<file path="src/sv/lfr_pkg.sv">
package lfr_pkg;

  localparam int SLOT_FW = 6;
  localparam int ADDR_FW = 10;
  localparam int LEN_FW  = 5;

  typedef enum logic [1:0] {
    CMD_TICK = 2'd0,
    CMD_POP  = 2'd1,
    CMD_ERR  = 2'd2,
    CMD_NONE = 2'd3
  } cmd_t;

  typedef enum logic [1:0] {
    REG_TICKS_PER_BIT  = 2'd0,
    REG_HALF_BIT_TICKS = 2'd1,
    REG_MAX_SPACE_BITS = 2'd2,
    REG_RELEASE_TMO    = 2'd3
  } cfg_reg_t;

  typedef struct packed {
    cmd_t command;
    logic rx_level;
  } in_item_t;

  typedef struct packed {
    logic [7:0] data_byte;
    logic       frame_valid;
    logic [3:0] frame_length;
    logic [5:0] error_flags;
    logic       last;
  } out_item_t;

  typedef enum logic [2:0] {
    MODE_BREAK   = 3'd0,
    MODE_RELEASE = 3'd1,
    MODE_START   = 3'd2,
    MODE_BITS    = 3'd3,
    MODE_GAP     = 3'd4
  } rx_mode_t;

  typedef enum logic [1:0] {
    DESC_EMPTY = 2'd0,
    DESC_POP   = 2'd1,
    DESC_ERR   = 2'd2
  } desc_kind_t;

  typedef struct packed {
    desc_kind_t         kind;
    logic [SLOT_FW-1:0] slot;
    logic [5:0]         flags;
  } desc_t;

  typedef struct packed {
    logic               byte_we;
    logic [ADDR_FW-1:0] byte_addr;
    logic [7:0]         byte_data;
    logic               len_we;
    logic [SLOT_FW-1:0] len_slot;
    logic [LEN_FW-1:0]  len_data;
  } mem_wr_t;

  typedef struct packed {
    logic               busy;
    logic [SLOT_FW-1:0] slot;
  } bk_status_t;

  typedef enum logic [1:0] {
    BK_IDLE  = 2'd0,
    BK_LEN   = 2'd1,
    BK_BYTES = 2'd2
  } bk_state_t;

  localparam logic [3:0] BREAK_LOW_BITS = 4'd10;
  localparam logic [7:0] SYNC_BYTE      = 8'h55;
  localparam logic [3:0] DATA_BITS      = 4'd8;
  localparam logic [3:0] CNT_MAX        = 4'd15;

  localparam logic [5:0] ERR_SHORT   = 6'h01;
  localparam logic [5:0] ERR_LONG    = 6'h02;
  localparam logic [5:0] ERR_START   = 6'h04;
  localparam logic [5:0] ERR_STOP    = 6'h08;
  localparam logic [5:0] ERR_SYNC    = 6'h10;
  localparam logic [5:0] ERR_OVERRUN = 6'h20;

  localparam logic [7:0]  RST_TICKS_PER_BIT  = 8'd208;
  localparam logic [7:0]  RST_HALF_BIT_TICKS = 8'd106;
  localparam logic [3:0]  RST_MAX_SPACE_BITS = 4'd8;
  localparam logic [15:0] RST_RELEASE_TMO    = 16'd255;

endpackage

</file>
<file path="src/sv/lfr_queue.sv">
module lfr_queue (
  input  logic                       clk,
  input  logic                       rst_n,
  input  logic                       push,
  input  lfr_pkg::desc_t             push_desc,
  input  logic                       pop,
  output logic                       full,
  output logic                       empty,
  output lfr_pkg::desc_t             head_desc,
  input  logic [lfr_pkg::SLOT_FW-1:0] check_slot,
  output logic                       conflict
);
  import lfr_pkg::*;

  desc_t      ent_r [2];
  logic       wptr_r, rptr_r;
  logic [1:0] count_r;
  logic [1:0] count_nxt;
  logic [1:0] ent_valid;

  assign full      = (count_r == 2'd2);
  assign empty     = (count_r == 2'd0);
  assign head_desc = ent_r[rptr_r];

  always_comb begin
    ent_valid[0] = full || ((count_r == 2'd1) && !rptr_r);
    ent_valid[1] = full || ((count_r == 2'd1) && rptr_r);
    conflict = 1'b0;
    for (int i = 0; i < 2; i++) begin
      if (ent_valid[i] && (ent_r[i].kind == DESC_POP) && (ent_r[i].slot == check_slot)) begin
        conflict = 1'b1;
      end
    end
    count_nxt = count_r;
    if (push && !pop) begin
      count_nxt = count_r + 2'd1;
    end else if (pop && !push) begin
      count_nxt = count_r - 2'd1;
    end
  end

  always_ff @(posedge clk) begin
    if (!rst_n) begin
      wptr_r  <= 1'b0;
      rptr_r  <= 1'b0;
      count_r <= 2'd0;
    end else begin
      count_r <= count_nxt;
      if (push) begin
        wptr_r <= !wptr_r;
      end
      if (pop) begin
        rptr_r <= !rptr_r;
      end
    end
  end

  always_ff @(posedge clk) begin
    if (push) begin
      ent_r[wptr_r] <= push_desc;
    end
  end

endmodule

</file>
<file path="src/sv/lfr_front.sv">
module lfr_front #(
  parameter int FRAME_SLOTS     = 8,
  parameter int MAX_FRAME_BYTES = 10,
  parameter int MIN_FRAME_BYTES = 3
) (
  input  logic                 clk,
  input  logic                 rst_n,
  input  logic                 in_valid,
  output logic                 in_ready,
  input  lfr_pkg::in_item_t    in_data,
  input  logic                 cfg_we,
  input  logic [1:0]           cfg_index,
  input  logic [15:0]          cfg_data,
  input  logic                 q_full,
  input  logic                 q_conflict,
  input  lfr_pkg::bk_status_t  bk_status,
  output logic                 q_push,
  output lfr_pkg::desc_t       q_desc,
  output lfr_pkg::mem_wr_t     mem_wr,
  output logic [lfr_pkg::SLOT_FW-1:0] head_slot
);
  import lfr_pkg::*;

  localparam int SLOT_W = $clog2(FRAME_SLOTS);
  localparam int LEN_W  = $clog2(MAX_FRAME_BYTES + 1);
  localparam int ADDR_W = $clog2(FRAME_SLOTS * MAX_FRAME_BYTES);

  logic [7:0]  tpb_r, half_r;
  logic [3:0]  space_r;
  logic [15:0] tmo_r;

  rx_mode_t          mode_r, mode_nxt;
  logic [7:0]        timer_r, timer_nxt;
  logic [15:0]       wait_r, wait_nxt;
  logic [3:0]        low_r, low_nxt;
  logic [3:0]        bits_r, bits_nxt;
  logic [7:0]        shift_r, shift_nxt;
  logic [3:0]        bytes_r, bytes_nxt;
  logic [LEN_W-1:0]  cur_len_r, cur_len_nxt;
  logic [SLOT_W-1:0] head_r, head_nxt;
  logic [SLOT_W-1:0] tail_r, tail_nxt;
  logic [5:0]        sticky_r, sticky_nxt;

  logic              accept, hazard, tick_hit, level;
  logic [8:0]        timer_inc;
  logic [16:0]       wait_inc;
  logic [11:0]       gap_limit;
  logic [3:0]        low_sat;
  logic [2:0]        bit_idx;
  logic [SLOT_W-1:0] head_inc, tail_inc;

  assign head_slot = SLOT_FW'(head_r);
  assign hazard    = q_conflict || (bk_status.busy && (bk_status.slot == SLOT_FW'(head_r)));
  assign in_ready  = !q_full && !hazard;
  assign accept    = in_valid && in_ready;
  assign level     = in_data.rx_level;

  assign timer_inc = {1'b0, timer_r} + 9'd1;
  assign tick_hit  = (timer_inc >= {1'b0, tpb_r});
  assign wait_inc  = {1'b0, wait_r} + 17'd1;
  assign gap_limit = 12'(space_r) * 12'(tpb_r);
  assign low_sat   = (low_r < CNT_MAX) ? low_r + 4'd1 : low_r;
  assign bit_idx   = 3'(bits_r - 4'd1);
  assign head_inc  = (head_r == SLOT_W'(FRAME_SLOTS - 1)) ? '0 : head_r + 1'b1;
  assign tail_inc  = (tail_r == SLOT_W'(FRAME_SLOTS - 1)) ? '0 : tail_r + 1'b1;

  always_comb begin
    mode_nxt    = mode_r;
    timer_nxt   = timer_r;
    wait_nxt    = wait_r;
    low_nxt     = low_r;
    bits_nxt    = bits_r;
    shift_nxt   = shift_r;
    bytes_nxt   = bytes_r;
    cur_len_nxt = cur_len_r;
    head_nxt    = head_r;
    tail_nxt    = tail_r;
    sticky_nxt  = sticky_r;
    q_push      = 1'b0;
    q_desc      = '{kind: DESC_EMPTY, slot: '0, flags: '0};
    mem_wr      = '0;

    if (accept) begin
      unique case (in_data.command)
        CMD_TICK: begin
          unique case (mode_r)
            MODE_BREAK: begin
              if (tick_hit) begin
                timer_nxt = '0;
                if (level) begin
                  low_nxt = '0;
                end else begin
                  low_nxt = low_sat;
                  if (low_sat >= BREAK_LOW_BITS) begin
                    mode_nxt = MODE_RELEASE;
                    wait_nxt = '0;
                  end
                end
              end else begin
                timer_nxt = timer_inc[7:0];
              end
            end
            MODE_RELEASE: begin
              if (!level && (wait_inc < {1'b0, tmo_r})) begin
                wait_nxt = wait_inc[15:0];
              end else begin
                bytes_nxt   = '0;
                bits_nxt    = '0;
                cur_len_nxt = '0;
                wait_nxt    = '0;
                mode_nxt    = MODE_START;
              end
            end
            MODE_START: begin
              if (level) begin
                wait_nxt = wait_inc[15:0];
              end
              if (!(level && (wait_inc < {1'b0, tmo_r}))) begin
                timer_nxt = half_r;
                bits_nxt  = '0;
                mode_nxt  = MODE_BITS;
              end
            end
            MODE_BITS: begin
              if (tick_hit) begin
                timer_nxt = '0;
                case (bits_r) inside
                  4'd0: begin
                    if (level) begin
                      sticky_nxt = sticky_r | ((bytes_r == 4'd0) ? ERR_SYNC : ERR_START);
                      mode_nxt   = MODE_BREAK;
                      low_nxt    = '0;
                    end else begin
                      bits_nxt  = 4'd1;
                      shift_nxt = '0;
                    end
                  end
                  [4'd1:DATA_BITS]: begin
                    shift_nxt[bit_idx] = level;
                    bits_nxt = bits_r + 4'd1;
                  end
                  default: begin
                    bits_nxt = '0;
                    if (!level) begin
                      sticky_nxt = sticky_r | ((bytes_r == 4'd0) ? ERR_SYNC : ERR_STOP);
                      mode_nxt   = MODE_BREAK;
                      low_nxt    = '0;
                    end else if ((bytes_r == 4'd0) && (shift_r != SYNC_BYTE)) begin
                      sticky_nxt = sticky_r | ERR_SYNC;
                      mode_nxt   = MODE_BREAK;
                      low_nxt    = '0;
                    end else begin
                      if ((bytes_r != 4'd0) && (cur_len_r < LEN_W'(MAX_FRAME_BYTES))) begin
                        mem_wr.byte_we   = 1'b1;
                        mem_wr.byte_addr = ADDR_FW'(ADDR_W'(head_r) * ADDR_W'(MAX_FRAME_BYTES)
                                                    + ADDR_W'(cur_len_r));
                        mem_wr.byte_data = shift_r;
                        cur_len_nxt      = cur_len_r + 1'b1;
                      end
                      if (bytes_r < CNT_MAX) begin
                        bytes_nxt = bytes_r + 4'd1;
                      end
                      wait_nxt = '0;
                      mode_nxt = MODE_GAP;
                    end
                  end
                endcase
              end else begin
                timer_nxt = timer_inc[7:0];
              end
            end
            MODE_GAP: begin
              if (level) begin
                wait_nxt = wait_inc[15:0];
                if (wait_inc >= 17'(gap_limit)) begin
                  mode_nxt = MODE_BREAK;
                  low_nxt  = '0;
                  if (bytes_r < 4'(MIN_FRAME_BYTES)) begin
                    sticky_nxt = sticky_r | ERR_SHORT;
                  end else begin
                    mem_wr.len_we   = 1'b1;
                    mem_wr.len_slot = SLOT_FW'(head_r);
                    mem_wr.len_data = LEN_FW'(cur_len_r);
                    head_nxt        = head_inc;
                    if (head_inc == tail_r) begin
                      sticky_nxt = sticky_r | ERR_OVERRUN;
                      tail_nxt   = tail_inc;
                    end
                  end
                end
              end else if (cur_len_r >= LEN_W'(MAX_FRAME_BYTES)) begin
                sticky_nxt = sticky_r | ERR_LONG;
                mode_nxt   = MODE_BREAK;
                low_nxt    = '0;
              end else begin
                timer_nxt = half_r;
                bits_nxt  = '0;
                mode_nxt  = MODE_BITS;
              end
            end
            default: begin
              mode_nxt = MODE_BREAK;
              low_nxt  = '0;
            end
          endcase
        end
        CMD_POP: begin
          q_push = 1'b1;
          if (tail_r != head_r) begin
            q_desc.kind = DESC_POP;
            q_desc.slot = SLOT_FW'(tail_r);
            tail_nxt    = tail_inc;
          end
        end
        CMD_ERR: begin
          q_push       = 1'b1;
          q_desc.kind  = DESC_ERR;
          q_desc.flags = sticky_r;
          sticky_nxt   = '0;
        end
        CMD_NONE: begin
        end
      endcase
    end
  end

  always_ff @(posedge clk) begin
    if (!rst_n) begin
      tpb_r   <= RST_TICKS_PER_BIT;
      half_r  <= RST_HALF_BIT_TICKS;
      space_r <= RST_MAX_SPACE_BITS;
      tmo_r   <= RST_RELEASE_TMO;
    end else if (cfg_we) begin
      unique case (cfg_reg_t'(cfg_index))
        REG_TICKS_PER_BIT:  tpb_r   <= cfg_data[7:0];
        REG_HALF_BIT_TICKS: half_r  <= cfg_data[7:0];
        REG_MAX_SPACE_BITS: space_r <= cfg_data[3:0];
        REG_RELEASE_TMO:    tmo_r   <= cfg_data;
      endcase
    end
  end

  always_ff @(posedge clk) begin
    if (!rst_n) begin
      mode_r    <= MODE_BREAK;
      timer_r   <= '0;
      wait_r    <= '0;
      low_r     <= '0;
      bits_r    <= '0;
      shift_r   <= '0;
      bytes_r   <= '0;
      cur_len_r <= '0;
      head_r    <= '0;
      tail_r    <= '0;
      sticky_r  <= '0;
    end else begin
      mode_r    <= mode_nxt;
      timer_r   <= timer_nxt;
      wait_r    <= wait_nxt;
      low_r     <= low_nxt;
      bits_r    <= bits_nxt;
      shift_r   <= shift_nxt;
      bytes_r   <= bytes_nxt;
      cur_len_r <= cur_len_nxt;
      head_r    <= head_nxt;
      tail_r    <= tail_nxt;
      sticky_r  <= sticky_nxt;
    end
  end

endmodule

</file>
<file path="src/sv/lfr_back.sv">
module lfr_back #(
  parameter int FRAME_SLOTS     = 8,
  parameter int MAX_FRAME_BYTES = 10
) (
  input  logic                clk,
  input  logic                rst_n,
  input  lfr_pkg::mem_wr_t    mem_wr,
  input  logic                q_empty,
  input  lfr_pkg::desc_t      q_head,
  output logic                q_pop,
  output lfr_pkg::bk_status_t bk_status,
  output logic                out_valid,
  input  logic                out_ready,
  output lfr_pkg::out_item_t  out_data
);
  import lfr_pkg::*;

  localparam int SLOT_W = $clog2(FRAME_SLOTS);
  localparam int LEN_W  = $clog2(MAX_FRAME_BYTES + 1);
  localparam int ADDR_W = $clog2(FRAME_SLOTS * MAX_FRAME_BYTES);
  localparam int DEPTH  = FRAME_SLOTS * MAX_FRAME_BYTES;

  logic [7:0]       byte_mem [DEPTH];
  logic [LEN_W-1:0] len_mem  [FRAME_SLOTS];

  bk_state_t         state_r, state_nxt;
  logic [SLOT_W-1:0] slot_r, slot_nxt;
  logic [LEN_W-1:0]  idx_r, idx_nxt;
  logic [LEN_W-1:0]  len_q_r;
  logic [7:0]        mem_q_r;
  logic              rd_valid_r, rd_valid_nxt;
  out_item_t         rd_item_r;
  logic              rd_use_mem_r;
  logic              out_valid_r;
  out_item_t         out_item_r;

  logic              rd_take, rd_free, emit, emit_mem, byte_rd_en, len_rd_en, is_last;
  out_item_t         emit_item;
  logic [ADDR_W-1:0] rd_addr;

  assign rd_take   = rd_valid_r && (!out_valid_r || out_ready);
  assign rd_free   = !rd_valid_r || rd_take;
  assign rd_addr   = ADDR_W'(slot_r) * ADDR_W'(MAX_FRAME_BYTES) + ADDR_W'(idx_r);
  assign is_last   = (LEN_W'(idx_r + 1'b1) == len_q_r);
  assign out_valid = out_valid_r;
  assign out_data  = out_item_r;
  assign bk_status = '{busy: (state_r != BK_IDLE), slot: SLOT_FW'(slot_r)};

  always_comb begin
    state_nxt  = state_r;
    slot_nxt   = slot_r;
    idx_nxt    = idx_r;
    q_pop      = 1'b0;
    emit       = 1'b0;
    emit_mem   = 1'b0;
    byte_rd_en = 1'b0;
    len_rd_en  = 1'b0;
    emit_item  = '0;
    unique case (state_r)
      BK_IDLE: begin
        if (!q_empty) begin
          case (q_head.kind)
            DESC_POP: begin
              q_pop     = 1'b1;
              len_rd_en = 1'b1;
              slot_nxt  = q_head.slot[SLOT_W-1:0];
              state_nxt = BK_LEN;
            end
            DESC_ERR: begin
              if (rd_free) begin
                q_pop                 = 1'b1;
                emit                  = 1'b1;
                emit_item.error_flags = q_head.flags;
                emit_item.last        = 1'b1;
              end
            end
            default: begin
              if (rd_free) begin
                q_pop          = 1'b1;
                emit           = 1'b1;
                emit_item.last = 1'b1;
              end
            end
          endcase
        end
      end
      BK_LEN: begin
        if (len_q_r == '0) begin
          if (rd_free) begin
            emit                  = 1'b1;
            emit_item.frame_valid = 1'b1;
            emit_item.last        = 1'b1;
            state_nxt             = BK_IDLE;
          end
        end else begin
          idx_nxt   = '0;
          state_nxt = BK_BYTES;
        end
      end
      BK_BYTES: begin
        if (rd_free) begin
          emit                   = 1'b1;
          emit_mem               = 1'b1;
          byte_rd_en             = 1'b1;
          emit_item.frame_valid  = 1'b1;
          emit_item.frame_length = 4'(len_q_r);
          emit_item.last         = is_last;
          idx_nxt                = idx_r + 1'b1;
          if (is_last) begin
            state_nxt = BK_IDLE;
          end
        end
      end
      default: begin
        state_nxt = BK_IDLE;
      end
    endcase
    rd_valid_nxt = emit ? 1'b1 : (rd_take ? 1'b0 : rd_valid_r);
  end

  always_ff @(posedge clk) begin
    if (mem_wr.byte_we) begin
      byte_mem[mem_wr.byte_addr[ADDR_W-1:0]] <= mem_wr.byte_data;
    end
    if (mem_wr.len_we) begin
      len_mem[mem_wr.len_slot[SLOT_W-1:0]] <= mem_wr.len_data[LEN_W-1:0];
    end
    if (byte_rd_en) begin
      mem_q_r <= byte_mem[rd_addr];
    end
    if (len_rd_en) begin
      len_q_r <= len_mem[q_head.slot[SLOT_W-1:0]];
    end
  end

  always_ff @(posedge clk) begin
    if (emit) begin
      rd_item_r    <= emit_item;
      rd_use_mem_r <= emit_mem;
    end
    if (rd_take) begin
      out_item_r           <= rd_item_r;
      out_item_r.data_byte <= rd_use_mem_r ? mem_q_r : 8'd0;
    end
    slot_r <= slot_nxt;
    idx_r  <= idx_nxt;
  end

  always_ff @(posedge clk) begin
    if (!rst_n) begin
      state_r     <= BK_IDLE;
      rd_valid_r  <= 1'b0;
      out_valid_r <= 1'b0;
    end else begin
      state_r    <= state_nxt;
      rd_valid_r <= rd_valid_nxt;
      if (rd_take) begin
        out_valid_r <= 1'b1;
      end else if (out_ready) begin
        out_valid_r <= 1'b0;
      end
    end
  end

endmodule

</file>
<file path="src/sv/lin_frame_receiver.sv">
// Sample ticks are taken one per cycle unless stalled; a tick gives no output transfer.
// An error read passes through the command queue, read stage and output register; a pop
// also reads the frame length first, then gives one byte per cycle while out_ready allows.
// Input stalls while the queue is full or the filling slot is still queued or being read out.
// Synchronous active-low reset clears control state and loads the register defaults;
// frame memories are not cleared.
module lin_frame_receiver #(
  parameter int FRAME_SLOTS     = 8,
  parameter int MAX_FRAME_BYTES = 10,
  parameter int MIN_FRAME_BYTES = 3
) (
  input  logic               clk,
  input  logic               rst_n,
  input  logic               in_valid,
  output logic               in_ready,
  input  lfr_pkg::in_item_t  in_data,
  output logic               out_valid,
  input  logic               out_ready,
  output lfr_pkg::out_item_t out_data,
  input  logic               cfg_we,
  input  logic [1:0]         cfg_index,
  input  logic [15:0]        cfg_data
);
  import lfr_pkg::*;

  logic               q_push, q_pop, q_full, q_empty, q_conflict;
  desc_t              q_desc, q_head;
  mem_wr_t            mem_wr;
  bk_status_t         bk_status;
  logic [SLOT_FW-1:0] head_slot;

  lfr_front #(
    .FRAME_SLOTS     (FRAME_SLOTS),
    .MAX_FRAME_BYTES (MAX_FRAME_BYTES),
    .MIN_FRAME_BYTES (MIN_FRAME_BYTES)
  ) u_front (
    .clk        (clk),
    .rst_n      (rst_n),
    .in_valid   (in_valid),
    .in_ready   (in_ready),
    .in_data    (in_data),
    .cfg_we     (cfg_we),
    .cfg_index  (cfg_index),
    .cfg_data   (cfg_data),
    .q_full     (q_full),
    .q_conflict (q_conflict),
    .bk_status  (bk_status),
    .q_push     (q_push),
    .q_desc     (q_desc),
    .mem_wr     (mem_wr),
    .head_slot  (head_slot)
  );

  lfr_queue u_queue (
    .clk        (clk),
    .rst_n      (rst_n),
    .push       (q_push),
    .push_desc  (q_desc),
    .pop        (q_pop),
    .full       (q_full),
    .empty      (q_empty),
    .head_desc  (q_head),
    .check_slot (head_slot),
    .conflict   (q_conflict)
  );

  lfr_back #(
    .FRAME_SLOTS     (FRAME_SLOTS),
    .MAX_FRAME_BYTES (MAX_FRAME_BYTES)
  ) u_back (
    .clk       (clk),
    .rst_n     (rst_n),
    .mem_wr    (mem_wr),
    .q_empty   (q_empty),
    .q_head    (q_head),
    .q_pop     (q_pop),
    .bk_status (bk_status),
    .out_valid (out_valid),
    .out_ready (out_ready),
    .out_data  (out_data)
  );

endmodule
</file>
<file path="config.mk">
export PLATFORM = sky130hd
export DESIGN_NAME = lin_frame_receiver
export DESIGN_NICKNAME = d
export VERILOG_FILES = /design/src/sv/lfr_pkg.sv /design/src/sv/lfr_queue.sv /design/src/sv/lfr_front.sv /design/src/sv/lfr_back.sv /design/src/sv/lin_frame_receiver.sv
export SDC_FILE = /design/constraint.sdc
export NUM_CORES = 1
export LEC_CHECK = 0
export BUFFER_PORTS_ARGS = -buffer_cell sky130_fd_sc_hd__buf_2
export CORE_MARGIN = 5
export CORE_UTILIZATION = 63
export DETAILED_ROUTE_END_ITERATION = 8
export PLACE_DENSITY = 0.91
export SLEW_MARGIN = 20
export SYNTH_ARGS = -nofsm -noshare
export SYNTH_HDL_FRONTEND = slang
export SYNTH_SLANG_ARGS = --single-unit
</file>
<file path="constraint.sdc">
create_clock -name clk -period 7.2 [get_ports clk]
set_input_delay 0.36 -clock clk [delete_from_list [all_inputs] [get_ports clk]]
set_output_delay 0.36 -clock clk [all_outputs]
set_load 0.02 [all_outputs]
</file>
==> flow_summary.toml <==
[synthesis]
synth_fp_nets = 2450
synth-seq-area-share_pct = 66.5
synthCells = 2318
synth_area_leaders = "edfxtp_1 61%, mux4_2 12%, dfxtp_1 5.9%, ha_1 3.1%, nor2_1 1.9%"
ys_ff_latch = 854
synth_cell_types = 85
synth-edff-count = 746
netlist_area_mm2 = 0.0369
synth.avg_cell_area_um2 = 15.9
synth_ff_type = "edfxtp_1"
synth_top_cell_area_share_pct = 60.6
yosysTopAreaCell = "edfxtp_1"
yosysWarningCount = 0
async_reset_ff_share_pct = 0

[place]
io_buffer_count = 47
globalplace.congestion = 0.885
dp_cells = 3053
hpwl_um = 56100

[clocking]
htreeDepth = 3
clockRootBuffer = "clkbuf_16"
clockBufferDepth = 3
post-cts-setup-buffers = 0
path_clk_slew_ns = 0.06
cts_buffers = 84
ctsResizeCount = 0
cts_tree = "done"
clock-sinks = 854
clk_latency_ns = 0.65

[route]
wl_per_cell_um = 32.2
detailedRoute.firstIterationViolations = 3491
ant_nets = 0
num_vias = 23138
dr.pass1.iters = 8
drc = 0
viasPerCell = 7.19
wl_um = 103000

[run_status]
status = "finished clean"

[global_routing]
busiest_layer = "met2"
use_met3_pct = 6.28
antenna_found_initial = 2
grt_use_met2_pct = 55.4
grt_max_degree = 110
grtUsageMet1_pct = 39.1
grt_usage_pct = 32.6
grt_pass1_wl_um = 153000
grt_pass1_vias = 23204
grt-ovfl-total = 0

[sta]
rsz0062_at_grt = "no"
drv_slew = 0
period_needed_ns = 6.31
period_share_pct = 87.6
setup_violations = 0
worstMarginPinSlew_ns = 1.16
hold_viol_final = 0
slew_headroom_pct = 22.2
final.setup.tns_ns = 0
fin_worst_skew_ns = 0.0412
timing.fmax_ghz = 0.159

[power]
vdd_drop_max_mv = 0.267
power_density_mw_per_mm2 = 278
p_total_mw = 11.4
p_leak_nw = 12.1

[cells_and_area]
fin_util_pct = 70.6
regArea_mm2 = 0.0246
drive_above_1_share_pct = 17.5
area_delta_synth_final_pct = 10.6
final_cells = 3217
fill_cells = 3240
num_antenna_cells = 0
layout.nets = 2517
multiInputGateArea_mm2 = 0.0117

[critical_path]
end_kind = "flip-flop"
startpoint = "u_front.space_r[1]"
regToRegStartpoint = "u_front.space_r[1]"
r2r_slack_ns = 0.89
reg2regPathDepth = 18
worstPathMaxFanout = 12
crit_end = "u_back.len_mem[1][2]"
worstPathArrival_ns = 6.56
start_kind = "flip-flop"
r2r-end = "u_back.len_mem[1][2]"
critical_path_class = "reg2reg"
crit_required_ns = 7.45

[job]
maxCapViolCount = 0

[floorplanning]
die-width_um = 252
io_pins = 48
placementRows = 88
start_util_pct = 63.8
dieHeight_um = 252
die_area_mm2 = 0.0636
core_mm2 = 0.0579

[hold_path]
hp-class = "in2reg"
min-delay-start = "cfg_data[4]"
## worst min-delay path by stage
stage,slack [ns],to,depth (start not counted)
floorplan,0.40,u_back.out_data[0],0
global placement,0.41,u_back.out_data[1],0
detailed placement,0.41,u_back.out_data[6],0
CTS,0.03,u_front.tmo_r[4],3
global route,0.05,u_front.tpb_r[4],3
finish,0.05,u_front.tmo_r[4],3
## final cells by class
| cell class | count | area share, % |
|---|---|---|
| flip-flops and latches | 854 | 60.1 |
| multi-input cells | 1283 | 28.6 |
| clock buffers | 98 | 5.45 |
| well taps | 765 | 2.34 |
| clock inverters | 55 | 1.48 |
| repair buffers | 80 | 1.28 |
| inverters | 82 | 0.753 |
## cells in the final DEF (no fill, tap or decap), drive strengths merged, types with 11 or more instances in the layout
master and instances:
mux4 190, dfxtp 108, nand2 148, nor3 23, nand2b 15, edfxtp 746, or3 14, nor2 190
nor2b 15, a211oi 23, ha 92, a31oi 13, xor2 35, o211ai 17, inv 86, nand4 26
bufinv 11, o21ai 61, dlygate4sd3 11, and2 59, a21o 11, buf 69, nand3 56, mux2i 65
clkbuf 98, a21oi 53, xnor2 31, clkinv 33, fa 14, and3 15
## power breakdown
part           switching (mW)  total, mW  internal, mW
Clock                    1.99       4.61          2.63
Combinational           0.801       1.22         0.416
Sequential             0.0761       5.53          5.45
## Yosys cell counts (all sizes together), types with 5 or more instances
cell type,number
a2111oi,5
a211oi,23
a21boi,5
a21o,11
a21oi,53
a22oi,9
a31oi,13
and2,59
and3,15
buf,37
clkbuf,62
dfxtp,108
edfxtp,746
fa,14
ha,92
inv,82
mux2i,65
mux4,190
nand2,148
nand2b,15
nand3,56
nand3b,6
nand4,26
nor2,190
nor2b,15
nor3,23
nor3b,7
nor4,9
nor4bb,5
o211a,5
o211ai,17
o21ai,61
o22ai,8
or3,14
xnor2,31
xor2,35
## state kept, by name, summed over array words and instances (netlist names), 12 cells and up, named ones only
signal,cells
u_back.byte_mem,640
u_front.wait_r,16
u_back.out_data,20
u_queue.ent_r,22
u_back.len_mem,32
u_back.rd_item_r,12
u_front.tmo_r,16
## metal layers
metal	vias to the layer above	routed length, µm
met5	-	27
met4	4	8340
met3	545	10500
met2	2089	52000
met1	11353	32600
li1	9147	-
## cell families (layout without fill, tap and decap cells)
logic type | Yosys count | count (layout) | share of synthesized area (%)
AOI/OAI and AO/OA | 250 | 250 | 4.52
xor gates and xnor gates | 66 | 66 | 1.56
adders and majority gates | 106 | 106 | 3.87
buffers and inverters | 181 | 315 | 2.13
DFF | 854 | 854 | 66.5
muxes | 259 | 259 | 13.5
and+or+nand+nor | 602 | 602 | 7.94
## per-stage QoR
step / hold slack (ns) / instance area [µm²] / setup WS [ns]
after floorplan: 0.400 / 36900 / 1.98
after global placement: 0.407 / 37900 / 1.44
after detailed placement: 0.406 / 37900 / 1.21
after CTS: 0.0259 / 40800 / 1.08
after global routing: 0.0476 / 40900 / 0.611
final: 0.0480 / 40900 / 0.894
## repair_timing
action | CTS | global route
hold endpoints to repair | 13 | 0
setup endpoints to repair | 0 | 0
hold buffers | 11 | 0
## worst max-delay path, cell delays in order, from the launching register on
cell,delay [ns]
dfxtp_1,0.39
and2_1,0.21
fa_1,0.57
fa_1,0.45
ha_1,0.31
a21o_1,0.17
a21oi_1,0.21
o21ai_0,0.11
a21oi_1,0.22
o21ai_0,0.19
a21o_1,0.21
a21oi_1,0.16
xor2_1,0.09
ha_1,0.30
o2111ai_1,0.12
o21ai_0,0.51
or2_2,0.24
and4_1,0.53
nor4bb_1,0.95
No activity file was read; power rests on OpenSTA's default activity.
